## config.mk

```make
export PLATFORM = sky130hd
export DESIGN_NAME = sliding_window_arq_sender_core
export DESIGN_NICKNAME = d
export VERILOG_FILES = /design/src/sv/swarq_pkg.sv /design/src/sv/swarq_ram.sv /design/src/sv/swarq_fifo.sv /design/src/sv/swarq_front.sv /design/src/sv/swarq_back.sv /design/src/sv/sliding_window_arq_sender_core.sv
export SDC_FILE = /design/constraint.sdc
export NUM_CORES = 2
export LEC_CHECK = 0
export BUFFER_PORTS_ARGS = -buffer_cell sky130_fd_sc_hd__buf_4
export CORE_ASPECT_RATIO = 0.8
export CORE_UTILIZATION = 35
export DETAILED_ROUTE_END_ITERATION = 8
export GPL_ROUTABILITY_DRIVEN = 0
export GPL_TIMING_DRIVEN = 0
export PLACE_DENSITY = 0.58
export SLEW_MARGIN = 0
export SYNTH_ARGS = -nofsm -noshare
export SYNTH_HDL_FRONTEND = slang
export SYNTH_SLANG_ARGS = --single-unit
```

## constraint.sdc

```tcl
create_clock -name clk_i -period 12.51 [get_ports clk_i]
set_clock_uncertainty 0.15 [all_clocks]
set_input_delay 3.753 -clock clk_i [delete_from_list [all_inputs] [get_ports clk_i]]
set_output_delay 3.753 -clock clk_i [all_outputs]
set_load 0.005 [all_outputs]
```

## src/sv/swarq_pkg.sv

```systemverilog
// Shared types, constants and helpers of the sliding-window ARQ sender.
`default_nettype none

package swarq_pkg;

  // Default geometry of the sequence space and the send window.
  localparam int SEQ_SPACE_DEF = 16;
  localparam int WINDOW_DEF    = 8;

  // Most results one tick may produce.
  localparam int MAX_RESULTS = 8;

  // Depths of the command queue and the result queue.
  localparam int CMD_DEPTH = 2;
  localparam int RES_DEPTH = 4;

  // Configuration port geometry and register indexes.
  localparam int   PADDR_W       = 3;
  localparam logic REG_ARQ_MODE  = 1'b0;
  localparam logic REG_TIMEOUT   = 1'b1;
  localparam logic [15:0] TIMEOUT_RESET = 16'd2;

  // Input item kinds.
  localparam logic [1:0] KIND_SEND = 2'd0;
  localparam logic [1:0] KIND_PKT  = 2'd1;
  localparam logic [1:0] KIND_TICK = 2'd2;

  // Result status codes.
  typedef enum logic [2:0] {
    ST_SENT    = 3'd0,
    ST_FULL    = 3'd1,
    ST_ACKED   = 3'd2,
    ST_IGNORED = 3'd3,
    ST_CORRUPT = 3'd4,
    ST_RETX    = 3'd5
  } status_e;

  // Classified operations handed from the front end to the back end.
  typedef enum logic [2:0] {
    OP_SEND,
    OP_CORRUPT,
    OP_NOACK,
    OP_ACK,
    OP_TICK,
    OP_UNKNOWN
  } op_e;

  typedef struct packed {
    logic [1:0]  kind;
    logic [31:0] payload_handle;
    logic [3:0]  ack_seq;
    logic        is_ack;
    logic        corrupt_flag;
  } in_item_t;

  typedef struct packed {
    status_e     status;
    logic [3:0]  tx_seq;
    logic [31:0] tx_payload;
    logic        last;
  } result_t;

  typedef struct packed {
    op_e         op;
    logic [31:0] payload;
    logic [3:0]  ack;
  } cmd_t;

  typedef struct packed {
    logic        arq_mode;
    logic [15:0] timeout_ticks;
  } cfg_t;

  // Builds a result that is not yet marked as the last one.
  function automatic result_t mk_res(input status_e st, input logic [3:0] seq,
                                     input logic [31:0] pay);
    result_t r;
    r.status     = st;
    r.tx_seq     = seq;
    r.tx_payload = pay;
    r.last       = 1'b0;
    return r;
  endfunction

endpackage

`default_nettype wire

```

## src/sv/swarq_ram.sv

```systemverilog
// Generic single-write, single-read RAM with registered read data.
`default_nettype none

module swarq_ram #(
  parameter int WIDTH = 32,
  parameter int DEPTH = 16
) (
  input  wire logic                     clk_i,
  input  wire logic                     we_i,
  input  wire logic [$clog2(DEPTH)-1:0] waddr_i,
  input  wire logic [WIDTH-1:0]         wdata_i,
  input  wire logic [$clog2(DEPTH)-1:0] raddr_i,
  output logic      [WIDTH-1:0]         rdata_o
);

  logic [WIDTH-1:0] mem_q [DEPTH];
  logic [WIDTH-1:0] rdata_q;

  // Read returns the old contents when the same address is written.
  always_ff @(posedge clk_i) begin
    if (we_i) begin
      mem_q[waddr_i] <= wdata_i;
    end
    rdata_q <= mem_q[raddr_i];
  end

  assign rdata_o = rdata_q;

endmodule

`default_nettype wire

```

## src/sv/swarq_fifo.sv

```systemverilog
// Small first-in first-out queue in flip-flops.
`default_nettype none

module swarq_fifo #(
  parameter int WIDTH = 8,
  parameter int DEPTH = 2
) (
  input  wire logic             clk_i,
  input  wire logic             rst_ni,
  input  wire logic             push_i,
  input  wire logic [WIDTH-1:0] wdata_i,
  output logic                  full_o,
  input  wire logic             pop_i,
  output logic      [WIDTH-1:0] rdata_o,
  output logic                  empty_o
);

  localparam int PTR_W = $clog2(DEPTH);
  localparam int CNT_W = $clog2(DEPTH + 1);

  logic [WIDTH-1:0] mem_q [DEPTH];
  logic [PTR_W-1:0] wr_ptr_q, wr_ptr_d;
  logic [PTR_W-1:0] rd_ptr_q, rd_ptr_d;
  logic [CNT_W-1:0] cnt_q, cnt_d;
  logic             do_push, do_pop;

  function automatic logic [PTR_W-1:0] ptr_inc(input logic [PTR_W-1:0] p);
    return (p == PTR_W'(DEPTH - 1)) ? '0 : p + 1'b1;
  endfunction

  assign full_o  = (cnt_q == CNT_W'(DEPTH));
  assign empty_o = (cnt_q == '0);
  assign do_push = push_i & ~full_o;
  assign do_pop  = pop_i & ~empty_o;
  assign rdata_o = mem_q[rd_ptr_q];

  // Pointer and fill count update.
  always_comb begin
    wr_ptr_d = do_push ? ptr_inc(wr_ptr_q) : wr_ptr_q;
    rd_ptr_d = do_pop ? ptr_inc(rd_ptr_q) : rd_ptr_q;
    cnt_d    = cnt_q;
    if (do_push && !do_pop) begin
      cnt_d = cnt_q + 1'b1;
    end else if (do_pop && !do_push) begin
      cnt_d = cnt_q - 1'b1;
    end
  end

  always_ff @(posedge clk_i or negedge rst_ni) begin
    if (!rst_ni) begin
      wr_ptr_q <= '0;
      rd_ptr_q <= '0;
      cnt_q    <= '0;
    end else begin
      wr_ptr_q <= wr_ptr_d;
      rd_ptr_q <= rd_ptr_d;
      cnt_q    <= cnt_d;
    end
  end

  // Storage holds payload only and needs no reset.
  always_ff @(posedge clk_i) begin
    if (do_push) begin
      mem_q[wr_ptr_q] <= wdata_i;
    end
  end

endmodule

`default_nettype wire

```

## src/sv/swarq_front.sv

```systemverilog
// Front end: accepts input transactions and classifies them into commands.
`default_nettype none

module swarq_front (
  input  wire logic                push_i,
  input  wire swarq_pkg::in_item_t item_i,
  input  wire logic                cmd_full_i,
  output logic                     full_o,
  output logic                     cmd_push_o,
  output swarq_pkg::cmd_t          cmd_o
);

  import swarq_pkg::*;

  assign full_o     = cmd_full_i;
  assign cmd_push_o = push_i & ~cmd_full_i;

  // Classify by kind; packet flags that need no state are resolved here.
  always_comb begin
    cmd_o.payload = item_i.payload_handle;
    cmd_o.ack     = item_i.ack_seq;
    unique case (item_i.kind)
      KIND_SEND: cmd_o.op = OP_SEND;
      KIND_PKT: begin
        if (item_i.corrupt_flag) begin
          cmd_o.op = OP_CORRUPT;
        end else if (!item_i.is_ack) begin
          cmd_o.op = OP_NOACK;
        end else begin
          cmd_o.op = OP_ACK;
        end
      end
      KIND_TICK: cmd_o.op = OP_TICK;
      default:   cmd_o.op = OP_UNKNOWN;
    endcase
  end

endmodule

`default_nettype wire

```

## src/sv/swarq_back.sv

```systemverilog
// Back end: window state, entry memories and the retransmit walk.
`default_nettype none

module swarq_back #(
  parameter int SEQ_SPACE = swarq_pkg::SEQ_SPACE_DEF,
  parameter int WINDOW    = swarq_pkg::WINDOW_DEF
) (
  input  wire logic            clk_i,
  input  wire logic            rst_ni,
  input  wire swarq_pkg::cfg_t cfg_i,
  input  wire logic            cmd_empty_i,
  input  wire swarq_pkg::cmd_t cmd_i,
  output logic                 cmd_pop_o,
  input  wire logic            res_full_i,
  output logic                 res_push_o,
  output swarq_pkg::result_t   res_o
);

  import swarq_pkg::*;

  localparam int SEQ_W   = $clog2(SEQ_SPACE);
  localparam int WIN_LIM = (WINDOW > SEQ_SPACE - 1) ? SEQ_SPACE - 1 : WINDOW;
  localparam int N_W     = $clog2(MAX_RESULTS + 1);

  typedef enum logic [1:0] {
    S_IDLE,
    S_SLIDE,
    S_WALK,
    S_FLUSH
  } state_e;

  state_e               state_q, state_d;
  logic [SEQ_W-1:0]     base_q, base_d;
  logic [SEQ_W-1:0]     next_q, next_d;
  logic [31:0]          now_q, now_d;
  logic [SEQ_SPACE-1:0] acked_q, acked_d;
  logic [SEQ_W-1:0]     walk_q, walk_d;
  logic [SEQ_W-1:0]     cnt_q, cnt_d;
  logic [SEQ_W-1:0]     idx_q, idx_d;
  logic [N_W-1:0]       n_q, n_d;
  result_t              pend_q, pend_d;
  logic                 pend_v_q, pend_v_d;

  logic                 pay_we, st_we;
  logic [SEQ_W-1:0]     st_waddr;
  logic [31:0]          pay_rdata, st_rdata;
  logic [SEQ_W-1:0]     outst, ack_s, off;
  logic                 win_full, ack_ok, in_win, stale;
  logic                 gbn_abort, hit, stall, walk_end;
  logic [N_W-1:0]       n_next;

  function automatic logic [SEQ_W-1:0] seq_inc(input logic [SEQ_W-1:0] s);
    return (s == SEQ_W'(SEQ_SPACE - 1)) ? '0 : s + 1'b1;
  endfunction

  // Distance from b forward to a, modulo the sequence space.
  function automatic logic [SEQ_W-1:0] seq_diff(input logic [SEQ_W-1:0] a,
                                                input logic [SEQ_W-1:0] b);
    logic [SEQ_W:0] t;
    if (a >= b) begin
      t = {1'b0, a} - {1'b0, b};
    end else begin
      t = {1'b0, a} + (SEQ_W + 1)'(SEQ_SPACE) - {1'b0, b};
    end
    return t[SEQ_W-1:0];
  endfunction

  // Payload handles, written when an entry is sent.
  swarq_ram #(.WIDTH(32), .DEPTH(SEQ_SPACE)) u_pay_ram (
    .clk_i  (clk_i),
    .we_i   (pay_we),
    .waddr_i(next_q),
    .wdata_i(cmd_i.payload),
    .raddr_i(walk_d),
    .rdata_o(pay_rdata)
  );

  // Send stamps, written on send and on retransmit.
  swarq_ram #(.WIDTH(32), .DEPTH(SEQ_SPACE)) u_stamp_ram (
    .clk_i  (clk_i),
    .we_i   (st_we),
    .waddr_i(st_waddr),
    .wdata_i(now_q),
    .raddr_i(walk_d),
    .rdata_o(st_rdata)
  );

  // Window checks shared by the state machine.
  assign outst    = seq_diff(next_q, base_q);
  assign win_full = (outst >= SEQ_W'(WIN_LIM));
  assign ack_s    = SEQ_W'(cmd_i.ack);
  assign ack_ok   = (int'(cmd_i.ack) < SEQ_SPACE);
  assign off      = seq_diff(ack_s, base_q);
  assign in_win   = ack_ok && (off < outst);
  assign stale    = ((now_q - st_rdata) > {16'd0, cfg_i.timeout_ticks});

  // Walk decisions for the entry whose memory data is on hand.
  assign gbn_abort = !cfg_i.arq_mode && (idx_q == '0) && !stale;
  assign hit       = cfg_i.arq_mode ? (!acked_q[walk_q] && stale) : 1'b1;
  assign stall     = hit && pend_v_q && res_full_i;
  assign n_next    = hit ? n_q + 1'b1 : n_q;
  assign walk_end  = (((SEQ_W + 1)'(idx_q) + 1'b1) == {1'b0, cnt_q}) ||
                     (n_next == N_W'(MAX_RESULTS));

  // The held result goes out marked last only when flushed.
  always_comb begin
    res_o      = pend_q;
    res_o.last = (state_q == S_FLUSH);
  end

  // Sequencer: one command at a time, held result drains in order.
  always_comb begin
    state_d    = state_q;
    base_d     = base_q;
    next_d     = next_q;
    now_d      = now_q;
    acked_d    = acked_q;
    walk_d     = walk_q;
    cnt_d      = cnt_q;
    idx_d      = idx_q;
    n_d        = n_q;
    pend_d     = pend_q;
    pend_v_d   = pend_v_q;
    cmd_pop_o  = 1'b0;
    res_push_o = 1'b0;
    pay_we     = 1'b0;
    st_we      = 1'b0;
    st_waddr   = next_q;
    unique case (state_q)
      S_IDLE: begin
        if (!cmd_empty_i) begin
          cmd_pop_o = 1'b1;
          pend_v_d  = 1'b1;
          state_d   = S_FLUSH;
          unique case (cmd_i.op)
            OP_SEND: begin
              if (win_full) begin
                pend_d = mk_res(ST_FULL, 4'(next_q), '0);
              end else begin
                pay_we          = 1'b1;
                st_we           = 1'b1;
                acked_d[next_q] = 1'b0;
                pend_d          = mk_res(ST_SENT, 4'(next_q), cmd_i.payload);
                next_d          = seq_inc(next_q);
              end
            end
            OP_CORRUPT: pend_d = mk_res(ST_CORRUPT, cmd_i.ack, '0);
            OP_NOACK:   pend_d = mk_res(ST_IGNORED, cmd_i.ack, '0);
            OP_ACK: begin
              if (!in_win) begin
                pend_d = mk_res(ST_IGNORED, cmd_i.ack, '0);
              end else if (!cfg_i.arq_mode) begin
                if (ack_s == base_q) begin
                  base_d = seq_inc(base_q);
                  pend_d = mk_res(ST_ACKED, cmd_i.ack, '0);
                end else begin
                  pend_d = mk_res(ST_IGNORED, cmd_i.ack, '0);
                end
              end else begin
                acked_d[ack_s] = 1'b1;
                pend_d         = mk_res(ST_ACKED, cmd_i.ack, '0);
                if (ack_s == base_q) begin
                  state_d = S_SLIDE;
                end
              end
            end
            OP_TICK: begin
              now_d    = now_q + 32'd1;
              cnt_d    = outst;
              idx_d    = '0;
              n_d      = '0;
              walk_d   = base_q;
              pend_v_d = 1'b0;
              state_d  = (outst == '0) ? S_IDLE : S_WALK;
            end
            default: pend_d = mk_res(ST_IGNORED, 4'd0, '0);
          endcase
        end
      end
      S_SLIDE: begin
        // Move the base over consecutive acknowledged entries.
        if ((base_q != next_q) && acked_q[base_q]) begin
          base_d = seq_inc(base_q);
        end else begin
          state_d = S_FLUSH;
        end
      end
      S_WALK: begin
        if (gbn_abort) begin
          state_d = S_FLUSH;
        end else if (!stall) begin
          if (hit) begin
            res_push_o = pend_v_q;
            pend_d     = mk_res(ST_RETX, 4'(walk_q), pay_rdata);
            pend_v_d   = 1'b1;
            st_we      = 1'b1;
            st_waddr   = walk_q;
            n_d        = n_next;
          end
          idx_d  = idx_q + 1'b1;
          walk_d = seq_inc(walk_q);
          if (walk_end) begin
            state_d = S_FLUSH;
          end
        end
      end
      S_FLUSH: begin
        if (!pend_v_q) begin
          state_d = S_IDLE;
        end else if (!res_full_i) begin
          res_push_o = 1'b1;
          pend_v_d   = 1'b0;
          state_d    = S_IDLE;
        end
      end
      default: state_d = S_IDLE;
    endcase
  end

  always_ff @(posedge clk_i or negedge rst_ni) begin
    if (!rst_ni) begin
      state_q  <= S_IDLE;
      base_q   <= '0;
      next_q   <= '0;
      now_q    <= '0;
      acked_q  <= '0;
      walk_q   <= '0;
      cnt_q    <= '0;
      idx_q    <= '0;
      n_q      <= '0;
      pend_q   <= '0;
      pend_v_q <= 1'b0;
    end else begin
      state_q  <= state_d;
      base_q   <= base_d;
      next_q   <= next_d;
      now_q    <= now_d;
      acked_q  <= acked_d;
      walk_q   <= walk_d;
      cnt_q    <= cnt_d;
      idx_q    <= idx_d;
      n_q      <= n_d;
      pend_q   <= pend_d;
      pend_v_q <= pend_v_d;
    end
  end

endmodule

`default_nettype wire

```

## src/sv/sliding_window_arq_sender_core.sv

```systemverilog
// Top level of the sliding-window ARQ sender: queues, back end and registers.
//
// Input transactions enter through push/full and results leave through
// empty/pop; both sides behave as a queue. Each input item yields one
// result, except a tick, which yields zero to eight retransmit results.
// The final result of an item carries last.
// A send request or a received packet is popped in the idle state and its
// result is pushed from the flush state. A Selective-Repeat ACK on the base
// first slides the base over consecutive acknowledged entries. A tick visits
// the outstanding entries (up to the window) and then flushes; with an empty
// window it returns straight to idle. The back-end sequencer visits one entry
// per cycle, unless a full result queue holds it, through the read port of
// the stamp and payload memories.
// A two-entry command queue decouples the front end, so items keep being
// taken while a result waits; a stalled receiver fills the result queue
// and then holds the back end, and finally raises full.
// Reset clears the window, time and acknowledge flags at once, not the stamp
// and payload memories. The user must write the registers at byte address 0
// (mode) and 4 (timeout) through APB only while idle, unchecked by the core.
`default_nettype none

module sliding_window_arq_sender_core #(
  parameter int SEQ_SPACE = swarq_pkg::SEQ_SPACE_DEF,
  parameter int WINDOW    = swarq_pkg::WINDOW_DEF
) (
  input  wire logic                          clk_i,
  input  wire logic                          rst_ni,
  input  wire logic                          push,
  output logic                               full,
  input  wire swarq_pkg::in_item_t           item_i,
  output logic                               empty,
  input  wire logic                          pop,
  output swarq_pkg::result_t                 result_o,
  input  wire logic                          psel,
  input  wire logic                          penable,
  input  wire logic                          pwrite,
  input  wire logic [swarq_pkg::PADDR_W-1:0] paddr,
  input  wire logic [31:0]                   pwdata,
  output logic      [31:0]                   prdata,
  output logic                               pready
);

  import swarq_pkg::*;

  cfg_t                     cfg_q, cfg_d;
  logic                     cfg_wr, reg_idx;
  logic                     cmd_push, cmd_full, cmd_empty, cmd_pop;
  cmd_t                     cmd_wr, cmd_rd;
  logic [$bits(cmd_t)-1:0]  cmd_rdata;
  logic                     res_push, res_full;
  result_t                  res_wr;
  logic [$bits(result_t)-1:0] res_rdata;

  // Configuration registers behind the APB port.
  assign pready  = 1'b1;
  assign reg_idx = paddr[PADDR_W-1];
  assign cfg_wr  = psel & penable & pwrite;

  always_comb begin
    cfg_d = cfg_q;
    if (cfg_wr) begin
      if (reg_idx == REG_ARQ_MODE) begin
        cfg_d.arq_mode = pwdata[0];
      end else begin
        cfg_d.timeout_ticks = pwdata[15:0];
      end
    end
    if (reg_idx == REG_TIMEOUT) begin
      prdata = {16'd0, cfg_q.timeout_ticks};
    end else begin
      prdata = {31'd0, cfg_q.arq_mode};
    end
  end

  always_ff @(posedge clk_i or negedge rst_ni) begin
    if (!rst_ni) begin
      cfg_q.arq_mode      <= 1'b0;
      cfg_q.timeout_ticks <= TIMEOUT_RESET;
    end else begin
      cfg_q <= cfg_d;
    end
  end

  // Front end classifies and feeds the command queue.
  swarq_front u_front (
    .push_i    (push),
    .item_i    (item_i),
    .cmd_full_i(cmd_full),
    .full_o    (full),
    .cmd_push_o(cmd_push),
    .cmd_o     (cmd_wr)
  );

  swarq_fifo #(.WIDTH($bits(cmd_t)), .DEPTH(CMD_DEPTH)) u_cmd_q (
    .clk_i  (clk_i),
    .rst_ni (rst_ni),
    .push_i (cmd_push),
    .wdata_i(cmd_wr),
    .full_o (cmd_full),
    .pop_i  (cmd_pop),
    .rdata_o(cmd_rdata),
    .empty_o(cmd_empty)
  );

  assign cmd_rd = cmd_t'(cmd_rdata);

  // Back end carries out one command at a time.
  swarq_back #(.SEQ_SPACE(SEQ_SPACE), .WINDOW(WINDOW)) u_back (
    .clk_i      (clk_i),
    .rst_ni     (rst_ni),
    .cfg_i      (cfg_q),
    .cmd_empty_i(cmd_empty),
    .cmd_i      (cmd_rd),
    .cmd_pop_o  (cmd_pop),
    .res_full_i (res_full),
    .res_push_o (res_push),
    .res_o      (res_wr)
  );

  // Result queue doubles as the output register.
  swarq_fifo #(.WIDTH($bits(result_t)), .DEPTH(RES_DEPTH)) u_res_q (
    .clk_i  (clk_i),
    .rst_ni (rst_ni),
    .push_i (res_push),
    .wdata_i(res_wr),
    .full_o (res_full),
    .pop_i  (pop),
    .rdata_o(res_rdata),
    .empty_o(empty)
  );

  assign result_o = result_t'(res_rdata);

  // The back end must never offer a result the queue cannot take.
  assert property (@(posedge clk_i) disable iff (!rst_ni)
    res_push |-> !res_full)
    else $error("result pushed into a full result queue");

  // A mode write shows up in the register in the next cycle.
  assert property (@(posedge clk_i) disable iff (!rst_ni)
    (cfg_wr && (reg_idx == REG_ARQ_MODE)) |=> (cfg_q.arq_mode == $past(pwdata[0])))
    else $error("arq mode register write lost");

  // A timeout write shows up in the register in the next cycle.
  assert property (@(posedge clk_i) disable iff (!rst_ni)
    (cfg_wr && (reg_idx == REG_TIMEOUT)) |=>
      (cfg_q.timeout_ticks == $past(pwdata[15:0])))
    else $error("timeout register write lost");

endmodule

`default_nettype wire

```

Word level (Yosys, flattened, before mapping). Memories as Yosys holds them, arrays and structs flattened. A register that Yosys moved wholly into a read port is not among the register bits. Cells that the tools add are included.

Register bits after elaboration: 142. Input port bits: 82. Output and inout port bits: 75. Memory bits (writable): 1262. Word-level logic and storage cells: 267. Memories kept: 4.

Reductions and logical operators: 44. Add/sub/neg operators: 22. Bitwise gates (word level): 16. Magnitude comparators: 11. Multiplexer cells: 111. Equality and inequality tests: 38.

Memory list: u_back.u_pay_ram.mem_q (depth 16, width 32, read ports 1, clocked after Yosys merged registers in 1, write ports 1, RTL line swarq_ram.sv:16) `logic [WIDTH-1:0] mem_q [DEPTH];`; u_back.u_stamp_ram.mem_q (depth 16, width 32, read ports 1, clocked after Yosys merged registers in 1, write ports 1, RTL line swarq_ram.sv:16); u_res_q.mem_q (depth 4, width 40, read ports 1, clocked after Yosys merged registers in 0, write ports 1, RTL line swarq_fifo.sv:21) `logic [WIDTH-1:0] mem_q [DEPTH];`; u_cmd_q.mem_q (depth 2, width 39, read ports 1, clocked after Yosys merged registers in 0, write ports 1, RTL line swarq_fifo.sv:21).

Operators by type and width (number): $mux 40 (5); $pmux 40 s5 (1); $mux 38 (3); $mux 4 (27); $pmux 40 s2 (1); $mux 16 (4); $mux 1 (37); $add 32x1->32 const B (1); $gt 32x16->1 (1); $pmux 16 s2 (1); $pmux 4 s2 (4); $sub 32x32->32 (1); $mux 2 (15); $add 4x1->4 const B (7); $lt 4x5->1 const B (4); $ne 2x2->1 const B (10); $reduce_and 6->1 (3); $and 16x16->16 (1); $eq 4x4->1 const B (4); $not 16->16 (1); $or 16x16->16 (1); $sub 4x4->4 (4); $reduce_and 5->1 (3); $eq 2x2->1 const B (6); 43 further kinds (97).

Depth between registers and ports, before layout.
Depth in word-level cells: 15. Depth in mapped cells: 29. Gate-level depth less buffers: 29.

Cells and area by module. A second synthesis with hierarchy kept.

Cell total of the unflattened synthesis: 3189. Area total of the unflattened synthesis: 59295.6 µm².

Modules (own cells, without submodules): swarq_ram (u_back.u_pay_ram) (area an instance 19854.0 µm², seq. area each 16015.4 µm², cells an instance 838, times used 1); swarq_ram (u_back.u_stamp_ram) (area an instance 19835.3 µm², seq. area each 16015.4 µm², cells an instance 838, times used 1); swarq_back (area an instance 9100.0 µm², seq. area each 2852.7 µm², cells an instance 1011, times used 1); swarq_fifo (u_res_q) (area an instance 6242.2 µm², seq. area each 4979.8 µm², cells an instance 247, times used 1); swarq_fifo (u_cmd_q) (area an instance 3007.9 µm², seq. area each 2442.3 µm², cells an instance 140, times used 1); sliding_window_arq_sender_core (area an instance 952.2 µm², seq. area each 426.7 µm², cells an instance 74, times used 1); swarq_front (area an instance 304.0 µm², seq. area each 0.0 µm², cells an instance 41, times used 1).

Least setup slack after synthesis. No wires, ideal clock.

Kind: register -> register. From: register u_back.now_q[0]. To: memory u_back.u_stamp_ram.mem_q[16][0] (netlist: u_back.u_stamp_ram.mem_q[8][0]) (enable). Arrival: 8.073 ns. Cell stages (with the launch flop): 25. Data required time: 11.849 ns. Path slack: 3.777 ns. Period minus slack after synthesis: 8.733 ns. Path buffers: 1. Library setup time: 0.511 ns. Cells stage by stage: dfrtp_1 -> inv_1 -> ha_1 -> fa_1 -> nand2b_1 -> a21oi_1 -> nor2_1 -> o21ai_0 -> a21o_1 -> a21oi_1 -> xnor2_1 -> ha_1 -> nand4_1 -> nor2_1 -> a221o_1 -> o31a_1 -> or3_1 -> nor4_1 -> nand4_1 -> and4bb_1 -> a31oi_1 -> o21ai_2 -> nand2_1 -> clkbuf_1 -> o41ai_1.

Cells in the longest elaborated chain, start to end: 11. Elaborated cells between the ends (all ways): 18. Those cells by class: add/sub (1); order compare (1); mux (11); reduce/logical (5).

Ends and longest elaborated chain: from (decl) (RTL line swarq_back.sv:35) `logic [31:0] now_q, now_d;`; from (signal assigned) (RTL line swarq_back.sv:237) `now_q <= now_d;`; $sub 32x32->32 * (RTL line swarq_back.sv:95) `assign stale = ((now_q - st_rdata) > {16'd0, cfg_i.timeout_ticks});`; $gt 32x16->1 * (RTL line swarq_back.sv:95); $logic_and 1x1->1 (RTL line swarq_back.sv:99) `assign hit = cfg_i.arq_mode ? (!acked_q[walk_q] && stale) : 1'b1;`; $mux 1 (RTL line swarq_back.sv:99); $logic_and 1x1->1 (2 in series) (RTL line swarq_back.sv:100) `assign stall = hit && pend_v_q && res_full_i;`; $mux 1 (RTL line swarq_back.sv:191) `end else if (!stall) begin`; $mux 1 (RTL line swarq_back.sv:189) `if (gbn_abort) begin`; $pmux 1 s2 (RTL line swarq_back.sv:129) `unique case (state_q)`; $mux 1 (RTL line swarq_ram.sv:21) `if (we_i) begin`; $mux 1 (not written as such) (RTL line swarq_ram.sv:22) `mem_q[waddr_i] <= wdata_i;`; to (decl) (RTL line swarq_ram.sv:16).

Mark *: on every way between the ends. The rest lies on a longest branch, timed or not.

Final worst setup path.
From: register u_back.now_q[0]. To: register u_back.u_stamp_ram.rdata_q[17] (netlist: u_back.u_stamp_ram.rdata_o[17]) (read register of u_back.u_stamp_ram.mem_q).

Cells in the longest elaborated chain, start to end: 9. Elaborated cells between the ends (all ways): 11. Those cells by class: add/sub (1); order compare (1); mux (4); reduce/logical (5).

Ends and longest elaborated chain: $sub 32x32->32 * (RTL line swarq_back.sv:95); $gt 32x16->1 * (RTL line swarq_back.sv:95); $logic_and 1x1->1 (RTL line swarq_back.sv:99); $mux 1 (RTL line swarq_back.sv:99); $logic_and 1x1->1 (2 in series) (RTL line swarq_back.sv:100); $mux 4 (RTL line swarq_back.sv:191); $mux 4 * (RTL line swarq_back.sv:189); $pmux 4 s2 * (RTL line swarq_back.sv:129); to (decl) (RTL line swarq_ram.sv:17) `logic [WIDTH-1:0] rdata_q;`.

Marks and branches as above. A chain may end at the register's enable or synchronous reset.

==> impl_results.md <==
* Power after layout at 18.6 mW
* EDFF count, synth at 1262
* Multi-input gate area at 15900 um^2
* GRT overflow at 0
* Reg clk slew, reported paths at 0.06 ns
* Core ar. at 170000 um^2
* Via Count at 36300
* Max Fclk at 109 MHz
* Die ar. at 173000 um^2
* Reg2reg path depth at 28
* Register area share after synthesis at 71.4%
* WP buf/inv at 4
* Max incr delay on CP at 0.89 ns
* Syn avg cell area at 15.1 um^2
* Final worst path period need at 9.14 ns
* Initial antenna violation count at 18
* CP Class: flop to flop
* Max-cap violations at 0
* Die Ht at 372 um
* DRT iter0 DRCs at 4617
* Root Buffer: clkbuf_16
* Worst path required time at 13.07 ns
* Register Area at 42700 um^2
* Final Hold Vio Count at 0
* Power Dens Cells at 265 nW/um^2
* Number of synthesized register bits at 1468
* Fin nets at 4514
* Number of global-route vias before repair at 35300
* R2R Setup Slk at 3.37 ns
* PostCTS Resize Cnt at 0
* Filler cells at 15400
* Pre-CTS WS at 3.59 ns
* Core Rows at 135
* Final WL at 162 mm
* Final setup TNS at 0 ns
* Slowest CP cell: dfrtp_1
* Area leader, netlist: edfxtp_1
* Worst slew pin tran at 1.30 ns
* WHS Path Cells at 2
* DP Area at 65200 um^2
* Post-synthesis instance area at 59800 um^2
* Final setup violation count at 0
* Port Buf Inserts at 120
* DP HPWL at 114 mm
* Clk buf depth at 3
* CP endpoint kind: flop
* Failing checks: DRC
* Drt first pass iters at 9
* Layout area overhead at 17.2%
* Worst Hold Path EP: u_back.cnt_q[0]
* Final WS setup at 3.37 ns
* CTS Buf Count at 155
* Pin count of the biggest net entering global routing at 76
* Synth cell types at 85
* Max-slew violation count at 0
* Peak supply drop at 0.149 mV
* Worst r2r dst: u_back.u_stamp_ram.rdata_o[17]
* CTS tree: built
* Final worst-path cycle share at 73.1%
* Cts hold-fix bufs at 0
* Remaining DRCs at 64
* ANT nets after route at 0
* Clock sink count at 1468
* Worst hold slack at 0.345 ns
* Die W at 464 um
* Status: complete, but fails checks
* First-pass GRT wire length at 237 mm
* Initial Util at 35.3%
* Rel. slew slack at 12.4%
* Main synth FF type: edfxtp_1
* Crit-path most repeated cell: a21oi_1
* Fraction of layout cells with a size suffix above 1 at 16.3%
* Top delay family on crit path: simple AND/OR/NAND/NOR gates
* Asr flop ratio synth at 9.67%
* Synth area leaders: edfxtp_1 (63%), dfrtp_1 (5.9%), mux2i_1 (4.4%), a221oi_1 (3.7%), a21oi_1 (3.0%)
* Crit Reg-Reg Startpoint: u_back.now_q[0]
* Drt via density at 5.39
* CTS H-tree depth at 4
* Crit start category: flop
* Final core utilization at 41.4%
* Buffer count from post-CTS setup fixing at 0
* Yosys warnings at 0
* Finished Cell Area at 70100 um^2
* Pleak at 25.1 nW
* Max FO, Critical Path at 20
* Mapped Cells at 3970
* Clk Latency, worst-skew pair at 0.78 ns
* RSZ-0062 raised after global routing: no
* Total track usage at 18.5%
* Placed insts at 6453
* Worst Min Path Start: u_back.cnt_q[0]
* IO Count at 157
* WP data arrival at 9.70 ns
* HP Class: flop to flop
* Per-cell routed wire length at 24.0 um
* Layout Cells excl Fill at 6744
* Synth top area share at 63.3%
[per-layer routing]
| layer | vias to the layer above | track usage [%] | wire length, um |
|---|---|---|---|
| met4 | 14 | 4.56 | 3250 |
| li1 | 16200 | - | - |
| met1 | 18400 | 28.0 | 75200 |
| met5 | - | 0 | 81 |
| met2 | 1438 | 27.2 | 69300 |
| met3 | 228 | 3.49 | 14100 |
[kinds of logic after synthesis]
kind of cell,synth area share (%)
AO/OA/AOI/OAI,9.45
XOR/XNOR,1.10
adder cells (fa/ha/maj),1.77
buffers and inverters,2.63
flip-flops,71.4
multiplexers,7.52
other,0.0126
AND/OR/NAND/NOR,6.09
[sequential cells by signal, indices dropped and copies added, names as in the netlist, 17 cells and up]
register	cells
u_back.now_q	32
u_res_q.mem_q	160
u_back.u_pay_ram.mem_q	512
u_back.u_pay_ram.rdata_o	32
u_back.res_o	39
u_cmd_q.mem_q	78
cfg_q	17
u_back.u_stamp_ram.mem_q	512
u_back.u_stamp_ram.rdata_o	32
[final cells by class]
class | count | area share (%)
Tap cell | 2260 | 4.03
Clock inverter | 64 | 0.769
Timing Repair Buffer | 208 | 3.13
Inverter | 89 | 0.476
Buffer | 258 | 1.77
Sequential cell | 1468 | 60.9
Multi-Input combinational cell | 2170 | 22.6
Antenna cell | 5 | 0.0178
Clock buffer | 222 | 6.26
[worst min-delay path, cell delays in order (launching register included)]
cell and delay [ns]:
dfrtp_1 0.35, nand2_1 0.05, o21ai_0 0.06
[cells in the final DEF (no fill, tap or decap), types with 24 or more instances in the layout]
cell,instances
buf_1,24
mux2_2,63
nand3_1,65
clkbuf_1,147
dfxtp_1,64
xnor2_1,54
buf_4,174
mux4_2,50
buf_2,102
a22oi_1,38
inv_1,87
clkbuf_16,160
edfxtp_1,1262
dfrtp_1,141
nand2_1,380
nor2_1,110
a221oi_1,252
a21oi_1,353
o21ai_0,66
ha_1,78
or4_1,65
mux2i_1,265
[synthesized netlist by cell type (16+ instances only)]
cell type,n
and2_1,27
dfrtp_1,141
nor2_1,120
mux2_2,63
mux2i_1,265
a21oi_1,353
a22oi_1,38
nand3_1,65
mux4_2,50
nand2_1,380
a221oi_1,252
buf_1,24
o21ai_0,67
buf_2,102
dfxtp_1,64
xor2_1,21
buf_4,22
or4_1,65
nand2b_1,23
edfxtp_1,1262
clkbuf_1,101
a21o_1,20
nand4_1,16
ha_1,78
inv_1,87
and3_1,20
xnor2_1,54
[worst max-delay path by stage]
stage,start,endpoint,cells past startpoint
after floorplan,u_back.now_q[0],u_back.u_stamp_ram.mem_q[8][0],24
after global placement,u_back.now_q[0],u_back.u_stamp_ram.mem_q[12][31],24
after detailed placement,u_back.now_q[0],u_back.u_stamp_ram.rdata_o[9],29
after CTS,u_back.now_q[0],u_back.u_stamp_ram.rdata_o[9],29
after global routing,u_back.now_q[0],u_back.u_stamp_ram.rdata_o[18],29
final,u_back.now_q[0],u_back.u_stamp_ram.rdata_o[17],28
[where the power goes]
| group | internal (mW) | total [mW] | switching (mW) |
|---|---|---|---|
| Clock | 2.59 | 4.45 | 1.86 |
| Combinational | 2.44 | 7.61 | 5.17 |
| Sequential | 6.21 | 6.51 | 0.300 |
| Total | 11.2 | 18.6 | 7.33 |
Power figures use the tool's default switching activity.
